### config.mk
export PLATFORM = sky130hd
export DESIGN_NAME = encoder_angle_speed_estimator_unit_flat
export DESIGN_NICKNAME = d
export VERILOG_FILES = /design/src/rtl/eas_pkg.sv /design/src/rtl/eas_if.sv /design/src/rtl/eas_csr.sv /design/src/rtl/eas_ctrl.sv /design/src/rtl/eas_dp.sv /design/src/rtl/encoder_angle_speed_estimator_unit.sv /design/src/flat_wrapper.sv
export SDC_FILE = /design/constraint.sdc
export NUM_CORES = 2
export LEC_CHECK = 0
export ABC_AREA = 0
export BUFFER_PORTS_ARGS = -buffer_cell sky130_fd_sc_hd__buf_2
export CAP_MARGIN = 20
export CORE_ASPECT_RATIO = 1.1
export CORE_MARGIN = 1.5
export CORE_UTILIZATION = 40
export CTS_CLUSTER_DIAMETER = 80
export DETAILED_ROUTE_END_ITERATION = 12
export HOLD_SLACK_MARGIN = 0.15
export REMOVE_ABC_BUFFERS = 1
export SLEW_MARGIN = 20
export SYNTH_ARGS = -nofsm -noshare
export SYNTH_HDL_FRONTEND = slang
export SYNTH_SLANG_ARGS = --single-unit
export TNS_END_PERCENT = 10
### constraint.sdc
create_clock -name clock -period 13.84 [get_ports clock]
set_input_delay 1.384 -clock clock [delete_from_list [all_inputs] [get_ports clock]]
set_output_delay 1.384 -clock clock [all_outputs]
set_load 0.01 [all_outputs]
### src/rtl/eas_pkg.sv
// package for the encoder angle and speed estimator
// holds widths, register reset values, constants and the shared command types
// no dependencies
`timescale 1ns / 1ps

package eas_pkg;

   // field widths
   localparam int COUNT_WIDTH         = 16;
   localparam int APC_WIDTH           = 32;
   localparam int PP_WIDTH            = 5;
   localparam int GAIN_WIDTH          = 16;
   localparam int LIMIT_WIDTH         = 15;
   localparam int MECH_WIDTH          = 28;
   localparam int ELEC_WIDTH          = 32;
   localparam int SPEED_WIDTH         = 16;
   localparam int ESPD_WIDTH          = 21;
   localparam int ANGLE_FRAC_BITS_DEF = 12;

   // configuration port
   localparam int CSR_INDEX_WIDTH = 3;
   localparam int CSR_DATA_WIDTH  = 32;

   localparam logic [CSR_INDEX_WIDTH-1:0] CSR_COUNTS_PER_REV   = 3'd0;
   localparam logic [CSR_INDEX_WIDTH-1:0] CSR_ANGLE_PER_COUNT  = 3'd1;
   localparam logic [CSR_INDEX_WIDTH-1:0] CSR_POLE_PAIR_COUNT  = 3'd2;
   localparam logic [CSR_INDEX_WIDTH-1:0] CSR_SPEED_GAIN       = 3'd3;
   localparam logic [CSR_INDEX_WIDTH-1:0] CSR_SPEED_LIMIT      = 3'd4;

   // register reset values
   localparam logic [COUNT_WIDTH-1:0] CPR_RESET   = 16'd10000;
   localparam logic [APC_WIDTH-1:0]   APC_RESET   = 32'd2698608;
   localparam logic [PP_WIDTH-1:0]    PP_RESET    = 5'd5;
   localparam logic [GAIN_WIDTH-1:0]  GAIN_RESET  = 16'd1536;
   localparam logic [LIMIT_WIDTH-1:0] LIMIT_RESET = 15'd5000;

   // shared multiplier and arithmetic constants
   localparam int MUL_WIDTH     = 32;
   localparam int PROD_WIDTH    = 2 * MUL_WIDTH;
   localparam int DIFF_WIDTH    = COUNT_WIDTH + 2;
   localparam int RPM_FRAC_BITS = 8;
   localparam int ESPD_SHIFT    = 16;
   // pi/30 in Q.20
   localparam logic [MUL_WIDTH-1:0] ESPD_COEF = 32'd109807;
   localparam logic [MECH_WIDTH-1:0] MECH_MAX = '1;
   localparam logic [ELEC_WIDTH-1:0] ELEC_MAX = '1;
   localparam logic [ESPD_WIDTH-1:0] ESPD_POS_MAX = {1'b0, {(ESPD_WIDTH-1){1'b1}}};
   localparam logic [ESPD_WIDTH-1:0] ESPD_NEG_MIN = {1'b1, {(ESPD_WIDTH-1){1'b0}}};

   typedef struct packed {
      logic [COUNT_WIDTH-1:0] counts_per_rev;
      logic [APC_WIDTH-1:0]   angle_per_count;
      logic [PP_WIDTH-1:0]    pole_pair_count;
      logic [GAIN_WIDTH-1:0]  speed_gain;
      logic [LIMIT_WIDTH-1:0] speed_limit;
   } cfg_type;

   typedef enum logic [2:0] {
      MUL_MECH,
      MUL_ELEC,
      MUL_RPM,
      MUL_ESPD1,
      MUL_ESPD2
   } mul_sel_type;

   typedef struct packed {
      logic        capture;
      logic        load_diff;
      logic        mul_en;
      mul_sel_type mul_sel;
      logic        load_mech;
      logic        load_elec;
      logic        update_speed;
      logic        load_out;
   } dp_cmd_type;

endpackage

### src/rtl/eas_if.sv
// channel interfaces for the estimator: sample, result and register write
// depends on eas_pkg
`timescale 1ns / 1ps

interface eas_req_if;
   import eas_pkg::*;
   logic                   valid;
   logic                   ready;
   logic [COUNT_WIDTH-1:0] position_count;
   logic                   direction;
   logic                   unit_timeout;
   logic [COUNT_WIDTH-1:0] latched_position;

   modport source (output valid, position_count, direction, unit_timeout,
                   latched_position, input ready);
   modport sink (input valid, position_count, direction, unit_timeout,
                 latched_position, output ready);
endinterface

interface eas_rsp_if;
   import eas_pkg::*;
   logic                          valid;
   logic                          ready;
   logic [MECH_WIDTH-1:0]         mech_angle;
   logic [ELEC_WIDTH-1:0]         elec_angle;
   logic signed [SPEED_WIDTH-1:0] speed_rpm;
   logic signed [ESPD_WIDTH-1:0]  elec_speed;

   modport source (output valid, mech_angle, elec_angle, speed_rpm, elec_speed,
                   input ready);
   modport sink (input valid, mech_angle, elec_angle, speed_rpm, elec_speed,
                 output ready);
endinterface

interface eas_csr_if;
   import eas_pkg::*;
   logic                       valid;
   logic                       ready;
   logic [CSR_INDEX_WIDTH-1:0] index;
   logic [CSR_DATA_WIDTH-1:0]  data;

   modport source (output valid, index, data, input ready);
   modport sink (input valid, index, data, output ready);
endinterface

### src/rtl/eas_csr.sv
// configuration registers of the estimator
// depends on eas_pkg and eas_if
`timescale 1ns / 1ps

module eas_csr (
   input  logic             clock,
   input  logic             reset,
   eas_csr_if.sink          csr_chan,
   output eas_pkg::cfg_type cfg
);
   import eas_pkg::*;

   cfg_type cfg_ff;

   // always ready, one write per cycle
   assign csr_chan.ready = 1'b1;
   assign cfg            = cfg_ff;

   // register writes, unknown indexes are dropped
   always_ff @(posedge clock) begin
      if (reset) begin
         cfg_ff.counts_per_rev  <= CPR_RESET;
         cfg_ff.angle_per_count <= APC_RESET;
         cfg_ff.pole_pair_count <= PP_RESET;
         cfg_ff.speed_gain      <= GAIN_RESET;
         cfg_ff.speed_limit     <= LIMIT_RESET;
      end else if (csr_chan.valid) begin
         case (csr_chan.index)
            CSR_COUNTS_PER_REV: begin
               cfg_ff.counts_per_rev <= csr_chan.data[COUNT_WIDTH-1:0];
            end
            CSR_ANGLE_PER_COUNT: begin
               cfg_ff.angle_per_count <= csr_chan.data[APC_WIDTH-1:0];
            end
            CSR_POLE_PAIR_COUNT: begin
               cfg_ff.pole_pair_count <= csr_chan.data[PP_WIDTH-1:0];
            end
            CSR_SPEED_GAIN: begin
               cfg_ff.speed_gain <= csr_chan.data[GAIN_WIDTH-1:0];
            end
            CSR_SPEED_LIMIT: begin
               cfg_ff.speed_limit <= csr_chan.data[LIMIT_WIDTH-1:0];
            end
            default: begin
            end
         endcase
      end
   end

endmodule

### src/rtl/eas_ctrl.sv
// sequencer of the estimator: steps the shared multiplier through one item
// depends on eas_pkg
`timescale 1ns / 1ps

module eas_ctrl (
   input  logic                clock,
   input  logic                reset,
   input  logic                req_valid,
   output logic                req_ready,
   output logic                rsp_valid,
   input  logic                rsp_ready,
   output eas_pkg::dp_cmd_type cmd
);
   import eas_pkg::*;

   typedef enum logic [2:0] {
      ST_IDLE,
      ST_MECH,
      ST_ELEC,
      ST_RPM,
      ST_HOLD,
      ST_ESPD1,
      ST_ESPD2,
      ST_OUT
   } state_type;

   state_type state_ff, state_in;
   logic      rsp_valid_ff, rsp_valid_in;
   logic      out_free;

   assign out_free  = !rsp_valid_ff || rsp_ready;
   assign req_ready = (state_ff == ST_IDLE);
   assign rsp_valid = rsp_valid_ff;

   // commands and next state
   always_comb begin
      cmd          = '0;
      cmd.mul_sel  = MUL_MECH;
      state_in     = state_ff;
      rsp_valid_in = rsp_valid_ff && !rsp_ready;
      case (state_ff)
         ST_IDLE: begin
            cmd.capture = req_valid;
            if (req_valid) begin
               state_in = ST_MECH;
            end
         end
         ST_MECH: begin
            cmd.mul_en    = 1'b1;
            cmd.mul_sel   = MUL_MECH;
            cmd.load_diff = 1'b1;
            state_in      = ST_ELEC;
         end
         ST_ELEC: begin
            cmd.mul_en    = 1'b1;
            cmd.mul_sel   = MUL_ELEC;
            cmd.load_mech = 1'b1;
            state_in      = ST_RPM;
         end
         ST_RPM: begin
            cmd.mul_en    = 1'b1;
            cmd.mul_sel   = MUL_RPM;
            cmd.load_elec = 1'b1;
            state_in      = ST_HOLD;
         end
         ST_HOLD: begin
            cmd.update_speed = 1'b1;
            state_in         = ST_ESPD1;
         end
         ST_ESPD1: begin
            cmd.mul_en  = 1'b1;
            cmd.mul_sel = MUL_ESPD1;
            state_in    = ST_ESPD2;
         end
         ST_ESPD2: begin
            cmd.mul_en  = 1'b1;
            cmd.mul_sel = MUL_ESPD2;
            state_in    = ST_OUT;
         end
         ST_OUT: begin
            // wait for the output register to free up
            if (out_free) begin
               cmd.load_out = 1'b1;
               rsp_valid_in = 1'b1;
               state_in     = ST_IDLE;
            end
         end
         default: begin
            state_in = ST_IDLE;
         end
      endcase
   end

   // state and result valid
   always_ff @(posedge clock) begin
      if (reset) begin
         state_ff     <= ST_IDLE;
         rsp_valid_ff <= 1'b0;
      end else begin
         state_ff     <= state_in;
         rsp_valid_ff <= rsp_valid_in;
      end
   end

endmodule

### src/rtl/eas_dp.sv
// datapath of the estimator: sample registers, count difference, shared
// multiplier, saturation, speed state and output register; depends on eas_pkg
`timescale 1ns / 1ps

module eas_dp #(
   parameter int ANGLE_FRAC_BITS = eas_pkg::ANGLE_FRAC_BITS_DEF
) (
   input  logic                                   clock,
   input  logic                                   reset,
   input  eas_pkg::dp_cmd_type                    cmd,
   input  eas_pkg::cfg_type                       cfg,
   input  logic [eas_pkg::COUNT_WIDTH-1:0]        req_position_count,
   input  logic                                   req_direction,
   input  logic                                   req_unit_timeout,
   input  logic [eas_pkg::COUNT_WIDTH-1:0]        req_latched_position,
   output logic [eas_pkg::MECH_WIDTH-1:0]         rsp_mech_angle,
   output logic [eas_pkg::ELEC_WIDTH-1:0]         rsp_elec_angle,
   output logic signed [eas_pkg::SPEED_WIDTH-1:0] rsp_speed_rpm,
   output logic signed [eas_pkg::ESPD_WIDTH-1:0]  rsp_elec_speed
);
   import eas_pkg::*;

   localparam int MECH_SHIFT = APC_WIDTH - ANGLE_FRAC_BITS;
   localparam int MAG_WIDTH  = DIFF_WIDTH - 1;

   // captured sample
   logic [COUNT_WIDTH-1:0]  pos_ff;
   logic                    dir_ff;
   logic                    tmo_ff;
   logic [COUNT_WIDTH-1:0]  now_ff;
   // speed state
   logic [COUNT_WIDTH-1:0]  prev_ff;
   logic signed [SPEED_WIDTH-1:0] held_ff;
   // working registers
   logic [MAG_WIDTH-1:0]    diff_mag_ff;
   logic                    diff_neg_ff;
   logic [PROD_WIDTH-1:0]   prod_ff;
   logic [MECH_WIDTH-1:0]   mech_ff;
   logic [ELEC_WIDTH-1:0]   elec_ff;
   // output register
   logic [MECH_WIDTH-1:0]   out_mech_ff;
   logic [ELEC_WIDTH-1:0]   out_elec_ff;
   logic signed [SPEED_WIDTH-1:0] out_speed_ff;
   logic signed [ESPD_WIDTH-1:0]  out_espd_ff;

   logic [DIFF_WIDTH-1:0]   diff_raw;
   logic [DIFF_WIDTH-1:0]   diff_neg_val;
   logic [MAG_WIDTH-1:0]    diff_mag;
   logic [PROD_WIDTH-1:0]   mech_wide;
   logic [MECH_WIDTH-1:0]   mech_sat;
   logic [ELEC_WIDTH-1:0]   elec_sat;
   logic [PROD_WIDTH-1:0]   rpm_wide;
   logic [LIMIT_WIDTH-1:0]  rpm_mag;
   logic [SPEED_WIDTH-1:0]  rpm_signed;
   logic [SPEED_WIDTH-1:0]  held_neg;
   logic [LIMIT_WIDTH-1:0]  held_mag;
   logic [PROD_WIDTH-1:0]   espd_wide;
   logic [ESPD_WIDTH-1:0]   espd_sat;
   logic [MUL_WIDTH-1:0]    mul_a;
   logic [MUL_WIDTH-1:0]    mul_b;

   // signed count difference, wrapping at counts per revolution by direction
   always_comb begin
      diff_raw = {2'b00, now_ff} - {2'b00, prev_ff};
      if (dir_ff && (prev_ff > now_ff)) begin
         diff_raw = diff_raw + {2'b00, cfg.counts_per_rev};
      end else if (!dir_ff && (prev_ff < now_ff)) begin
         diff_raw = diff_raw - {2'b00, cfg.counts_per_rev};
      end
      diff_neg_val = ~diff_raw + 1'b1;
      diff_mag     = diff_raw[DIFF_WIDTH-1] ? diff_neg_val[MAG_WIDTH-1:0]
                                            : diff_raw[MAG_WIDTH-1:0];
   end

   // angle saturation
   assign mech_wide = prod_ff >> MECH_SHIFT;
   assign mech_sat  = (|mech_wide[PROD_WIDTH-1:MECH_WIDTH]) ? MECH_MAX
                                                            : mech_wide[MECH_WIDTH-1:0];
   assign elec_sat  = (|prod_ff[PROD_WIDTH-1:ELEC_WIDTH]) ? ELEC_MAX
                                                          : prod_ff[ELEC_WIDTH-1:0];

   // rpm: truncate toward zero, clamp magnitude, restore sign
   always_comb begin
      rpm_wide   = prod_ff >> RPM_FRAC_BITS;
      rpm_mag    = (rpm_wide > {{(PROD_WIDTH-LIMIT_WIDTH){1'b0}}, cfg.speed_limit})
                   ? cfg.speed_limit : rpm_wide[LIMIT_WIDTH-1:0];
      rpm_signed = diff_neg_ff ? (~{1'b0, rpm_mag} + 1'b1) : {1'b0, rpm_mag};
   end

   // held speed magnitude, never the most negative code
   assign held_neg = ~held_ff + 1'b1;
   assign held_mag = held_ff[SPEED_WIDTH-1] ? held_neg[LIMIT_WIDTH-1:0]
                                            : held_ff[LIMIT_WIDTH-1:0];

   // electrical speed: truncate, restore sign, saturate
   always_comb begin
      espd_wide = prod_ff >> ESPD_SHIFT;
      if (held_ff[SPEED_WIDTH-1]) begin
         if (espd_wide > {{(PROD_WIDTH-ESPD_WIDTH){1'b0}}, ESPD_NEG_MIN}) begin
            espd_sat = ESPD_NEG_MIN;
         end else begin
            espd_sat = ~espd_wide[ESPD_WIDTH-1:0] + 1'b1;
         end
      end else begin
         if (espd_wide > {{(PROD_WIDTH-ESPD_WIDTH){1'b0}}, ESPD_POS_MAX}) begin
            espd_sat = ESPD_POS_MAX;
         end else begin
            espd_sat = espd_wide[ESPD_WIDTH-1:0];
         end
      end
   end

   // shared multiplier operand select
   always_comb begin
      case (cmd.mul_sel)
         MUL_MECH: begin
            mul_a = {{(MUL_WIDTH-COUNT_WIDTH){1'b0}}, pos_ff};
            mul_b = cfg.angle_per_count;
         end
         MUL_ELEC: begin
            mul_a = {{(MUL_WIDTH-MECH_WIDTH){1'b0}}, mech_sat};
            mul_b = {{(MUL_WIDTH-PP_WIDTH){1'b0}}, cfg.pole_pair_count};
         end
         MUL_RPM: begin
            mul_a = {{(MUL_WIDTH-MAG_WIDTH){1'b0}}, diff_mag_ff};
            mul_b = {{(MUL_WIDTH-GAIN_WIDTH){1'b0}}, cfg.speed_gain};
         end
         MUL_ESPD1: begin
            mul_a = {{(MUL_WIDTH-LIMIT_WIDTH){1'b0}}, held_mag};
            mul_b = {{(MUL_WIDTH-PP_WIDTH){1'b0}}, cfg.pole_pair_count};
         end
         MUL_ESPD2: begin
            mul_a = prod_ff[MUL_WIDTH-1:0];
            mul_b = ESPD_COEF;
         end
         default: begin
            mul_a = '0;
            mul_b = '0;
         end
      endcase
   end

   // speed state, updated only on a unit timeout
   always_ff @(posedge clock) begin
      if (reset) begin
         prev_ff <= '0;
         held_ff <= '0;
      end else if (cmd.update_speed && tmo_ff) begin
         prev_ff <= now_ff;
         held_ff <= rpm_signed;
      end
   end

   // sample capture, working and output registers
   always_ff @(posedge clock) begin
      if (cmd.capture) begin
         pos_ff <= req_position_count;
         dir_ff <= req_direction;
         tmo_ff <= req_unit_timeout;
         now_ff <= req_latched_position;
      end
      if (cmd.load_diff) begin
         diff_mag_ff <= diff_mag;
         diff_neg_ff <= diff_raw[DIFF_WIDTH-1];
      end
      if (cmd.mul_en) begin
         prod_ff <= mul_a * mul_b;
      end
      if (cmd.load_mech) begin
         mech_ff <= mech_sat;
      end
      if (cmd.load_elec) begin
         elec_ff <= elec_sat;
      end
      if (cmd.load_out) begin
         out_mech_ff  <= mech_ff;
         out_elec_ff  <= elec_ff;
         out_speed_ff <= held_ff;
         out_espd_ff  <= espd_sat;
      end
   end

   assign rsp_mech_angle = out_mech_ff;
   assign rsp_elec_angle = out_elec_ff;
   assign rsp_speed_rpm  = out_speed_ff;
   assign rsp_elec_speed = out_espd_ff;

endmodule

### src/rtl/encoder_angle_speed_estimator_unit.sv
// encoder angle and speed estimator, top level
// the sequencer steps one shared 32x32 multiplier through five products per sample
//   and accepts a new sample only after loading the previous result into the output
//   register, which waits while an earlier result is stalled
// reset: synchronous, active high; registers return to defaults, speed state clears
// depends on eas_pkg, eas_if, eas_csr, eas_ctrl, eas_dp
`timescale 1ns / 1ps

module encoder_angle_speed_estimator_unit #(
   parameter int ANGLE_FRAC_BITS = eas_pkg::ANGLE_FRAC_BITS_DEF
) (
   input logic     clock,
   input logic     reset,
   eas_req_if.sink req_chan,
   eas_rsp_if.source rsp_chan,
   eas_csr_if.sink csr_chan
);
   import eas_pkg::*;

   cfg_type    cfg;
   dp_cmd_type cmd;

   // configuration registers
   eas_csr u_csr (
      .clock    (clock),
      .reset    (reset),
      .csr_chan (csr_chan),
      .cfg      (cfg)
   );

   // sequencer
   eas_ctrl u_ctrl (
      .clock     (clock),
      .reset     (reset),
      .req_valid (req_chan.valid),
      .req_ready (req_chan.ready),
      .rsp_valid (rsp_chan.valid),
      .rsp_ready (rsp_chan.ready),
      .cmd       (cmd)
   );

   // datapath
   eas_dp #(
      .ANGLE_FRAC_BITS (ANGLE_FRAC_BITS)
   ) u_dp (
      .clock                (clock),
      .reset                (reset),
      .cmd                  (cmd),
      .cfg                  (cfg),
      .req_position_count   (req_chan.position_count),
      .req_direction        (req_chan.direction),
      .req_unit_timeout     (req_chan.unit_timeout),
      .req_latched_position (req_chan.latched_position),
      .rsp_mech_angle       (rsp_chan.mech_angle),
      .rsp_elec_angle       (rsp_chan.elec_angle),
      .rsp_speed_rpm        (rsp_chan.speed_rpm),
      .rsp_elec_speed       (rsp_chan.elec_speed)
   );

endmodule

### src/flat_wrapper.sv
// flat-port wrapper written by rule: the top's interface ports become plain ports
module encoder_angle_speed_estimator_unit_flat import eas_pkg::*;
#(
   parameter int ANGLE_FRAC_BITS = eas_pkg::ANGLE_FRAC_BITS_DEF
)
  (clock, reset, req_chan_valid, req_chan_position_count, req_chan_direction, req_chan_unit_timeout, req_chan_latched_position, req_chan_ready, rsp_chan_valid, rsp_chan_mech_angle, rsp_chan_elec_angle, rsp_chan_speed_rpm, rsp_chan_elec_speed, rsp_chan_ready, csr_chan_valid, csr_chan_index, csr_chan_data, csr_chan_ready);
  eas_req_if req_chan_i ();
  eas_rsp_if rsp_chan_i ();
  eas_csr_if csr_chan_i ();
  input logic clock;
  input logic reset;
  input wire logic [$bits(req_chan_i.valid)-1:0] req_chan_valid;
  input wire logic [$bits(req_chan_i.position_count)-1:0] req_chan_position_count;
  input wire logic [$bits(req_chan_i.direction)-1:0] req_chan_direction;
  input wire logic [$bits(req_chan_i.unit_timeout)-1:0] req_chan_unit_timeout;
  input wire logic [$bits(req_chan_i.latched_position)-1:0] req_chan_latched_position;
  output wire logic [$bits(req_chan_i.ready)-1:0] req_chan_ready;
  output wire logic [$bits(rsp_chan_i.valid)-1:0] rsp_chan_valid;
  output wire logic [$bits(rsp_chan_i.mech_angle)-1:0] rsp_chan_mech_angle;
  output wire logic [$bits(rsp_chan_i.elec_angle)-1:0] rsp_chan_elec_angle;
  output wire logic [$bits(rsp_chan_i.speed_rpm)-1:0] rsp_chan_speed_rpm;
  output wire logic [$bits(rsp_chan_i.elec_speed)-1:0] rsp_chan_elec_speed;
  input wire logic [$bits(rsp_chan_i.ready)-1:0] rsp_chan_ready;
  input wire logic [$bits(csr_chan_i.valid)-1:0] csr_chan_valid;
  input wire logic [$bits(csr_chan_i.index)-1:0] csr_chan_index;
  input wire logic [$bits(csr_chan_i.data)-1:0] csr_chan_data;
  output wire logic [$bits(csr_chan_i.ready)-1:0] csr_chan_ready;
  assign req_chan_i.valid = req_chan_valid;
  assign req_chan_i.position_count = req_chan_position_count;
  assign req_chan_i.direction = req_chan_direction;
  assign req_chan_i.unit_timeout = req_chan_unit_timeout;
  assign req_chan_i.latched_position = req_chan_latched_position;
  assign req_chan_ready = req_chan_i.ready;
  assign rsp_chan_valid = rsp_chan_i.valid;
  assign rsp_chan_mech_angle = rsp_chan_i.mech_angle;
  assign rsp_chan_elec_angle = rsp_chan_i.elec_angle;
  assign rsp_chan_speed_rpm = rsp_chan_i.speed_rpm;
  assign rsp_chan_elec_speed = rsp_chan_i.elec_speed;
  assign rsp_chan_i.ready = rsp_chan_ready;
  assign csr_chan_i.valid = csr_chan_valid;
  assign csr_chan_i.index = csr_chan_index;
  assign csr_chan_i.data = csr_chan_data;
  assign csr_chan_ready = csr_chan_i.ready;
  encoder_angle_speed_estimator_unit #(.ANGLE_FRAC_BITS(ANGLE_FRAC_BITS)) u_core (.clock(clock), .reset(reset), .req_chan(req_chan_i), .rsp_chan(rsp_chan_i), .csr_chan(csr_chan_i));
endmodule
Word level (Yosys, flattened, before mapping) --
Index checks and enable logic that the tools add are counted.
Cells by class: divide/modulo/power cells 0, equal/unequal tests 17, $add $sub $neg 7, muxes and demuxes 25, reduce and logical (&&, ||, !) cells 20, bitwise gates (word level) 4, shifts and indexed selects 0, $mul 1, magnitude comparators 5
Operators by type and width (number):
- $pmux W32 S5 | 1
- $pmux W32 S4 | 1
- $mul A32 B32 Y64 | 1
- $mux W21 | 3
- $gt A56 B15 Y1 | 1
- $gt A48 B20 Y1 const B | 1
- $gt A48 B21 Y1 const B | 1
- $mux W18 | 2
- $reduce_or A32 Y1 | 1
- $mux W15 | 2
- $mux W28 | 1
- $pmux W3 S8 | 1
- $add A21 B1 Y21 const B | 1
- $not A21 Y21 | 1
- $pmux W4 S5 | 1
- $add A18 B16 Y18 | 1
- $eq A3 B2 Y1 const B | 6
- $eq A3 B3 Y1 const B | 6
- $sub A18 B16 Y18 | 1
- $add A17 B1 Y17 const B | 1
- $mux W17 | 1
- $not A17 Y17 | 1
- $sub A16 B16 Y17 | 1
- $add A16 B1 Y16 const B | 1
- 17 further kinds | 41
Storage, ports and cells: memories 0, memory bits (read-only) 0, bits in latches 0, output and inout port bits 100, RAM bits 0, register bits after elaboration 393, input port bits 74, logic and storage cells 101

Depth between registers and ports, before layout --
depth in word-level cells 7, depth in mapped cells 38, depth with buffers taken out 36

Modules after synthesis --
From an unflattened synthesis, not the netlist that was laid out.
Unflattened totals: cell total of the unflattened synthesis 5301, area total of the unflattened synthesis 50906.3 µm²
Modules (own cells, without submodules):
- eas_dp | instances 1, sequential area each 8838.5 µm², cells each 4932, area each 47121.4 µm²
- eas_csr | instances 1, sequential area each 1681.6 µm², cells each 335, area each 3479.6 µm²
- eas_ctrl | instances 1, sequential area each 80.1 µm², cells each 34, area each 305.3 µm²

Worst setup path before layout --
OpenSTA, ideal clock, no wires.
kind register to register, start point reg u_core.u_ctrl.state_ff[1], end point reg u_core.u_dp.prod_ff[45], data pin, slack 1.902 ns, arrival 11.679 ns, data required time 13.581 ns, cell stages (with the launch flop) 33, setup time 0.259 ns, path buffers 2, period minus slack after synthesis 11.938 ns, path through dfxtp_1 clkbuf_1 nor2_1 a21oi_1 o22ai_1 nor2_1 clkbuf_1 nor2_1 fa_1 inv_1 fa_1 fa_1 fa_1 inv_1 fa_1 inv_1 fa_1 inv_1 fa_1 inv_1 fa_1 inv_1 ha_1 nand2_1 nor4_1 and3_1 a22o_1 o31ai_1 o211a_1 o21ai_1 a221o_1 a21oi_1 xnor2_1
Between the ends: word-level cells in the longest chain between the ends 6, elaborated cells on any way between the ends 15, classes of those cells mul: 1; eq/ne: 9; mux: 3; reduce/logical: 2
RTL lines:
- from (decl) | RTL line eas_ctrl.sv:27 | state_type state_ff, state_in;
- from (signal assigned) | RTL line eas_ctrl.sv:100 | state_ff <= state_in;
- $eq A3 B3 Y1, or another cell as far along | RTL line eas_ctrl.sv:41 | case (state_ff)
- $pmux W4 S5 * | RTL line eas_ctrl.sv:41
- $eq A3 B2 Y1 or $eq A3 B1 Y1 (tied branches) | RTL line eas_dp.sv:115 | case (cmd.mul_sel)
- $reduce_or A2 Y1 (no source line)
- $pmux W32 S4 | RTL line eas_dp.sv:115
- $mul A32 B32 Y64 * | RTL line eas_dp.sv:167 | prod_ff <= mul_a * mul_b;
- to (signal assigned) | RTL line eas_dp.sv:167
- to (decl) | RTL line eas_dp.sv:37 | logic [PROD_WIDTH-1:0] prod_ff;
Every way passes the cells marked *; elsewhere a longest branch is shown, timed or not. A chain may end at the register's enable or synchronous reset.

Worst setup path after layout --
start point reg u_core.u_ctrl.state_ff[2], end point reg u_core.u_dp.prod_ff[52], data pin
Same word-level chain as after synthesis.

==> reports/summary.txt <==
most common cell in the netlist -> inv_1
WP data arrival -> 11340 ps
most instantiated cells after synthesis -> inv_1, fa_1, nand2_1
Rel. slew slack -> 13.2%
Tot GR Track Use -> 24.6%
Final TNS setup -> 0 ps
Final Util -> 44.8%
Placed Area -> 54300 µm²
Synth area leader -> fa_1
Pre-Repair DR Iteration Count -> 5
RSZ-0062 raised after global routing -> no
Reg area -> 10600 µm²
CP Max Fanout -> 39
Setup crit end kind -> register
DR vias -> 37700
Hold Path Class -> reg2reg
top cell type's share of synthesized area -> 35.6%
Clock H-tree levels -> 2
Sink Count -> 393
async set-reset flop share out of synthesis -> 0%
Vias/cell -> 5.12
Worst Skew -> 22.9 ps
mux contribution to synthesized area -> 0.552%
initial antenna violation count -> 8
die height -> 376 µm
CP max stage cell -> o21ai_0
Post-CTS Setup Inserts -> 0
Area growth, synth to finish -> 10.9%
Synth Area in Simple Gates -> 12.8%
Detail Placement HPWL -> 126000 µm
Synth Cell Area -> 50500 µm²
Post-Synth XOR/XNOR Area -> 1.94%
share of layout cells above drive strength 1 -> 7.80%
Initial Util -> 40.4%
period utilization -> 78.4%
largest family of logic cells by synthesized area -> adder cells
max_cap viols -> 0
EDFF count, synth -> 273
vias in the first global route -> 39200
# resized after CTS -> 0
Nets -> 6980
Warnings, synthesis -> 0
# fillers -> 12200
crit path buf inv count -> 8
slew at the pin with the worst max-slew slack -> 1290 ps
Synth Instances -> 5309
Seq/Total Area, Yosys -> 21.0%
Crit path largest cell delay -> 940 ps
Avg Inst Size Synth -> 9.52 µm²
PortBufs -> 172
Clk pin slew, worst setup/hold paths -> 70 ps
Seq cells post-synth -> 393
CTS tree -> done
largest net degree at the start of global routing -> 72
latest clock arrival within the worst-skew pair -> 650 ps
die area -> 128000 µm²
DRC marker count from the first detailed-route iteration -> 2789
fmax -> 0.0921 GHz
Synth Area in Compound Gates -> 9.71%
core area -> 125000 µm²
Pins Over Slew Limit -> 0
CTS buffer count -> 49
Hold Buf Count CTS -> 0
area of the multi-input gates -> 36000 µm²
GPL Wtd Cong -> 0.971
Synth Area in Adders -> 43.8%
grt ovf -> 0
Die Wd -> 342 µm
Min Clock Period, post-route -> 10850 ps
critical path class -> reg2reg
first-pass GRT wire length -> 237000 µm
ANT nets after route -> 0
# rows -> 136
top post-synthesis cells by area -> fa_1, edfxtp_1, inv_1
design area -> 56000 µm²
final WL -> 154000 µm
Routed wire per std cell -> 20.9 µm
clock buffer depth -> 3
io pins -> 174
Yosys cell types -> 102
Post-synth top flop -> edfxtp_1
cell family with most CP delay -> adder cells
cell mode on critical path -> fa_1
final routed DRC violation total -> 0
Crit path required time -> 14330 ps
outcome -> finished clean
Finish-stage setup viols -> 0
CTS root buf -> clkbuf_16
Final Hold Violating Endpoints -> 0
Setup crit start kind -> register
-- metal layers --
layer | global-route usage, % | up-vias | part of all wire [%]
li1 | - | 17100 | -
met1 | 32.1 | 19200 | 41
met3 | 3.64 | 253 | 6.3
met5 | 0 | - | 0
met4 | 9.74 | 0 | 4.6
met2 | 41.1 | 1142 | 48
-- logic make-up after synthesis --
| family | count (synthesis) |
|---|---|
| compound gates | 738 |
| xor+xnor | 112 |
| fa+ha+maj | 1230 |
| buf+inv | 1355 |
| flops | 393 |
| mux | 27 |
| other cells | 2 |
| simple gates | 1452 |
-- metrics by stage --
stage,instances,worst slack [ps],hold WS [ps]
floorplan,5383,514,400
global placement,7280,3260,401
detailed placement,7281,3120,405
CTS,7371,3120,418
global route,7371,2660,421
finish,7372,2990,412
-- flip-flops by register name, summed over array words and instances (netlist names) --
| register | flops |
|---|---|
| u_core.u_ctrl.state_ff | 3 |
| u_core.u_dp.rsp_elec_angle | 32 |
| u_core.u_dp.held_ff | 16 |
| u_core.u_dp.rsp_mech_angle | 28 |
| u_core.u_dp.tmo_ff | 1 |
| u_core.u_dp.rsp_speed_rpm | 16 |
| u_core.u_dp.dir_ff | 1 |
| u_core.u_csr.cfg | 84 |
| u_core.u_dp.prod_ff | 64 |
| u_core.u_dp.rsp_elec_speed | 21 |
| u_core.u_dp.mech_ff | 28 |
| u_core.u_dp.diff_neg_ff | 1 |
| u_core.u_dp.pos_ff | 16 |
| u_core.u_dp.prev_ff | 16 |
| u_core.u_dp.diff_mag_ff | 17 |
| u_core.u_ctrl.rsp_valid | 1 |
| u_core.u_dp.now_ff | 16 |
| u_core.u_dp.elec_ff | 32 |
-- cell type report --
type                       count  share of cell area, %
tap                         1656                   3.70
timing repair buffer         242                   2.49
clock buffer                  56                   2.31
antenna                        1                0.00447
multi-input combinational   3864                   64.3
sequential                   393                   18.9
inverter                    1126                   7.55
clock inverter                34                  0.690
-- layout by cell type (no fill, tap or decap), types with 10 or more instances in the layout --
cell type	instances
inv_1	1125
fa_1	899
nand2_1	572
nor2_1	484
ha_1	331
conb_1	305
edfxtp_1	273
a21oi_1	252
buf_2	171
dfxtp_1	118
a21o_1	89
o21ai_0	82
nand2b_1	71
buf_4	70
xnor2_1	65
nand3_1	58
and3_1	52
clkbuf_16	51
or2_2	48
xor2_1	46
nor3_1	34
a31oi_1	31
o211ai_1	29
nor2b_1	24
mux2i_1	22
o21ai_1	20
o21bai_1	20
nand4_1	19
o21a_1	18
a211oi_1	16
and2_1	14
a211o_1	14
o22ai_1	14
nor4_1	13
o31ai_1	13
o31a_1	11
or3_1	11
a22oi_1	10
-- path summary, 6_finish.rpt --
path / from / to / slack (ps) / depth (start not counted)
hold reg to reg: u_core.u_dp.elec_ff[17] / u_core.u_dp.rsp_elec_angle[17] / 410 / 0
setup / recovery: u_core.u_ctrl.state_ff[2] / u_core.u_dp.prod_ff[52] / 2990 / 33
hold / removal: u_core.u_dp.elec_ff[17] / u_core.u_dp.rsp_elec_angle[17] / 410 / 0
setup reg to reg: u_core.u_ctrl.state_ff[2] / u_core.u_dp.prod_ff[52] / 2990 / 33
Power is left out: the tool's default activity adds up to more than one toggle a clock period on the data nets, which glitch-free logic cannot reach.
